File: src/rtl/gcd_pkg.sv
`timescale 1ns / 1ps
// Package for the great-circle distance pipeline: widths, fixed-point constants,
// the CORDIC arctangent table and the angle conversion helpers. No dependencies.
package gcd_pkg;

   localparam int AngleFracBits = 20;
   localparam int CordicStages  = 24;
   localparam int LatWidth      = 28;
   localparam int LonWidth      = 29;
   localparam int DistWidth     = 29;
   localparam int SqrtSteps     = 31;
   localparam int Depth         = 4 + (CordicStages + 1) + 4 + (SqrtSteps + 1)
                                  + (CordicStages + 1) + 3;

   localparam logic signed [33:0] GainQ30 = 34'sd652032874;
   localparam logic signed [33:0] Q30One  = 34'sd1073741824;
   localparam logic [32:0] RpiQ8   = 33'd5123862220;

   // A turn is 360 * 2^20 = 45 * 2^23 input units, so the binary angle is the
   // magnitude shifted by 8 or 9 bits, plus half of 45, divided by 45.
   localparam logic [37:0] TurnBias  = 38'd22;
   localparam logic [5:0]  TurnDiv   = 6'd45;
   localparam logic [22:0] TurnRecip = 23'd5965233;

   function automatic logic signed [33:0] atan_entry(input int idx);
      logic signed [33:0] v;
      begin
         unique case (idx)
            0: v = 34'sh20000000; 1: v = 34'sh12E4051E; 2: v = 34'sh09FB385B;
            3: v = 34'sh051111D4; 4: v = 34'sh028B0D43; 5: v = 34'sh0145D7E1;
            6: v = 34'sh00A2F61E; 7: v = 34'sh00517C55; 8: v = 34'sh0028BE53;
            9: v = 34'sh00145F2F; 10: v = 34'sh000A2F98; 11: v = 34'sh000517CC;
            12: v = 34'sh00028BE6; 13: v = 34'sh000145F3; 14: v = 34'sh0000A2F9;
            15: v = 34'sh0000517C; 16: v = 34'sh000028BE; 17: v = 34'sh0000145F;
            18: v = 34'sh00000A2F; 19: v = 34'sh00000517; 20: v = 34'sh0000028B;
            21: v = 34'sh00000145; 22: v = 34'sh000000A2; 23: v = 34'sh00000051;
            24: v = 34'sh00000028; 25: v = 34'sh00000014; 26: v = 34'sh0000000A;
            27: v = 34'sh00000005; 28: v = 34'sh00000002; 29: v = 34'sh00000001;
            default: v = 34'sd0;
         endcase
         return v;
      end
   endfunction

endpackage

File: src/rtl/gcd_sqrt.sv
`timescale 1ns / 1ps
// Pipelined restoring square root of a 62-bit value, one result bit per stage,
// giving the floor root. Uses gcd_pkg.
module gcd_sqrt (
   input  logic        clock,
   input  logic [61:0] radicand,
   output logic [30:0] root
);
   import gcd_pkg::*;

   logic [61:0] rem_ff [0:SqrtSteps];
   logic [30:0] res_ff [0:SqrtSteps];

   always_ff @(posedge clock) begin
      rem_ff[0] <= radicand;
      res_ff[0] <= '0;
   end

   for (genvar i = 0; i < SqrtSteps; i++) begin : g_step
      localparam int Bt = SqrtSteps - 1 - i;
      logic [62:0] trial;
      assign trial = ({32'd0, res_ff[i]} << (Bt + 1)) + (63'd1 << (2 * Bt));
      always_ff @(posedge clock) begin
         if ({1'b0, rem_ff[i]} >= trial) begin
            rem_ff[i+1] <= rem_ff[i] - trial[61:0];
            res_ff[i+1] <= res_ff[i] | (31'd1 << Bt);
         end else begin
            rem_ff[i+1] <= rem_ff[i];
            res_ff[i+1] <= res_ff[i];
         end
      end
   end

   assign root = res_ff[SqrtSteps];
endmodule

File: config.mk
export PLATFORM = sky130hd
export DESIGN_NAME = gcd_sqrt
export DESIGN_NICKNAME = d
export VERILOG_FILES = /design/src/rtl/gcd_pkg.sv /design/src/rtl/gcd_sqrt.sv
export SDC_FILE = /design/constraint.sdc
export NUM_CORES = 2
export LEC_CHECK = 0
export BUFFER_PORTS_ARGS = -buffer_cell sky130_fd_sc_hd__buf_4
export CAP_MARGIN = 25
export CORE_UTILIZATION = 60
export CTS_CLUSTER_DIAMETER = 150
export CTS_CLUSTER_SIZE = 8
export DETAILED_ROUTE_END_ITERATION = 10
export HOLD_SLACK_MARGIN = 0.08
export PLACE_DENSITY_LB_ADDON = 0.3
export SETUP_SLACK_MARGIN = 0.05
export SYNTH_ARGS = -nofsm -noshare
export SYNTH_HDL_FRONTEND = slang
export SYNTH_SLANG_ARGS = --single-unit
File: constraint.sdc
create_clock -name clock -period 5.25 [get_ports clock]
set_input_delay 0 -clock clock [delete_from_list [all_inputs] [get_ports clock]]
set_output_delay 0 -clock clock [all_outputs]
set_load 0.02 [all_outputs]
==> summary.md <==
| Metric | Value |
|---|---|
| Post-synthesis compound-gate area fraction | `0.113` |
| Vias in the first global route | `69400` |
| Data arrival, critical path | `~5.0 ns` |
| Area leader, netlist | `dfxtp_1` |
| Post-synth cell types | `97` |
| Largest family of logic cells by synthesized area | `simple AND/OR/NAND/NOR gates` |
| Design area | `roughly 0.10 mm2` |
| Static Leak | `47.6 nW` |
| Hold Slack | `approximately 0.24 ns` |
| Clock slew at reported path FFs | `0.06 ns` |
| Synth Area in Simple Gates | `0.155` |
| CP required | `5.97 ns` |
| Synth Register Bits | `between 2000 and 2500` |
| Drt first pass iters | `8` |
| Skew-Pair Late Insertion Delay | `0.97 ns` |
| Top post-synthesis cells by area | `dfxtp_1 53%, ha_1 7.2%, xnor2_1 4.2%, xor2_1 3.8%, a21oi_1 3.1%` |
| Warnings from Yosys | `0` |
| # IOs | `94` |
| Antenna-violating nets left | `0` |
| Post-layout net count | `10100` |
| Tot GR Track Use | `0.338` |
| H-Tree Depth | `5` |
| Total power | `about 60 mW` |
| Area growth syn-to-layout | `14.6%` |
| Number of clock sinks | `about 2400` |
| DR iter-0 viols | `5896` |
| Status | `completed` |
| Number of max-cap violations | `0` |
| Post-DP HPWL | `184 mm` |
| Final setup viols | `0` |
| Initial antenna violation count | `12` |
| Fin crit share | `0.817` |
| Post-synth EDFFs | `0` |
| TritonCTS Buffers | `352` |
| Bufs on Longest Clock Path | `4` |
| GP Congestion | `0.996` |
| Root Driver | `clkbuf_16` |
| GR Layer Usage met3 | `0.0596` |
| Residual DRC | `0` |
| Starting Density | `0.605` |
| M1 GR Usage | `0.397` |
| Syn Area/Cell | `10.0 um2` |
| Max-slew violation count | `0` |
| Setup repair bufs after CTS | `0` |
| DIE HEIGHT | `391 um` |
| Most Used Layer, Global Route | `met2` |
| Die width | `391 um` |
| Max frequency | `233 MHz` |
| Adder-Cell Fraction of Synth Area | `0.0723` |
| Most used DFF post-synth | `dfxtp_1` |
| M2 GR Usage | `0.576` |
| Sequential area share after synthesis | `0.533` |
| Setup crit end kind | `flop` |
| Routed vias | `69100` |
| Cell area after synthesis | `0.0908 mm2` |
| Worst Hold Class | `in -> reg` |
| Global-route wire length before repair | `400 mm` |
| Slew @ Worst Pin | `1.19 ns` |
| Yosys top cell area share | `0.533` |
| Rel. slew slack | `0.202` |
| PwrDens | `about 600 mW/mm2` |
| Setup TNS | `0 ns` |
| VDD IR max | `slightly below 400 uV` |
| Post-synthesis async set-or-reset flop share | `0` |
| Share of post-route cells with drive strength above 1 | `0.0687` |
| Final hold vios | `0` |
| Filler Cells Inserted | `10700` |
| Worst clock skew | `approximately 0.11 ns` |
| Placed cell areas | `roughly 0.094 mm2` |
| Hold_buf cts | `~120` |
| RSZ-0062 raised after global routing | `false` |
| Commonest non-fill, non-tap cell in the layout | `dfxtp_1` |
| Die area | `0.153 mm2` |
| Drt wl/cell | `22.9 um` |
| Crit path time final | `4.29 ns` |
| Port buffer count | `93` |
| Core area | `0.150 mm2` |
| Largest net degree at the start of global routing | `between 50 and 60` |
| Synth Area in XOR/XNOR | `0.0802` |
| Routed wire length | `264 mm` |
| Crit Path Max Fanout | `20` |
| Synth Instances | `9059` |
| # rows | `142` |
| Syn Nets | `a little under 10000` |
| Crit start category | `flop` |
| Crit Path Category | `reg -> reg` |
| Avg Vias per Cell | `5.99` |
| Post-cts resize count | `0` |
| Total global routing overflow | `0` |
| TritonCTS clock tree | `done` |
| Most frequent cells in the layout | `2418 x dfxtp_1, 659 x inv_1, 616 x nor2_1` |
| Mux contribution to synthesized area | `0.0112` |
cells by family after synthesis:
logic type               after synthesis
buffers and inverters                831
AND/OR/NAND/NOR                     2701
adder cells (fa/ha/maj)              525
AO/OA/AOI/OAI                       1663
XOR/XNOR                             831
multiplexers                          90
flip-flops                          2418
where the power goes:
| group | internal [mW] | switching, mW |
|---|---|---|
| logic | 6.21 | 8.34 |
| registers | 22.5 | 4.12 |
| clock network | 11.9 | 7.70 |
| total | 40.6 | 20.2 |
sequential cells by signal (all words and copies together), names as in the netlist:
register / cells
rem_ff: 1922
res_ff: 496
cell usage after synthesis, drive strengths merged, types with 76 or more instances:
library cell	instances
xnor2	436
xor2	395
a21oi	561
nand2	555
nand3	147
ha	525
a21o	201
nor3	233
o21ai	404
nand4	161
o21a	101
nor2	618
or3	89
mux2	80
dfxtp	2418
nor4	340
nand2b	104
clkbuf	129
or4	76
inv	662
stage by stage:
stage	setup WS, ns	instances	util
detailed placement	1.14	11000	0.624
floorplan	1.92	9059	-
global placement	1.22	11000	0.624
finish	0.962	11500	0.693
CTS	1.09	11500	0.693
global route	0.811	11500	0.693
worst max-delay path: stages, from the launching register on:
cell       delay, ns
dfxtp_1         0.32
inv_1           0.05
ha_1            0.48
or4b_2          0.62
nor4_1          0.67
a31oi_1         0.18
o2111ai_1       0.13
or3b_1          0.19
o21ai_4         0.16
nor3_1          0.90
nand4_1         0.25
xnor2_1         0.19
worst paths after layout:
path,startpoint,end,slack (ns),depth (start not counted)
max,res_ff[6][80]$_DFF_P_,rem_ff[27][55]$_DFF_P_,0.96,11
max reg2reg,res_ff[6][80]$_DFF_P_,rem_ff[27][55]$_DFF_P_,0.96,11
min,radicand[47],rem_ff[0][47]$_DFF_P_,0.24,3
min reg2reg,rem_ff[3][21]$_DFF_P_,rem_ff[4][21]$_DFF_P_,0.29,0
layer usage:
metal  vias to the layer above  wire length (um)
li1                      32300                 -
met3                       973             16400
met4                        10             16700
met1                     32800            105000
met5                         -                64
met2                      2955            126000
final cells by class:
cell class | count | area (um2) | area share
multi-input cells | 5810 | 39300 | 0.378
clock inverters | 10 | 144 | 0.00138
clock buffers | 358 | 8960 | 0.0861
flip-flops and latches | 2418 | 48400 | 0.465
diodes | 7 | 17.5 | 0.000168
repair buffers | 254 | 2210 | 0.0212
well taps | 2016 | 2520 | 0.0242
inverters | 663 | 2490 | 0.0239
(Power assumes the default switching activity.)
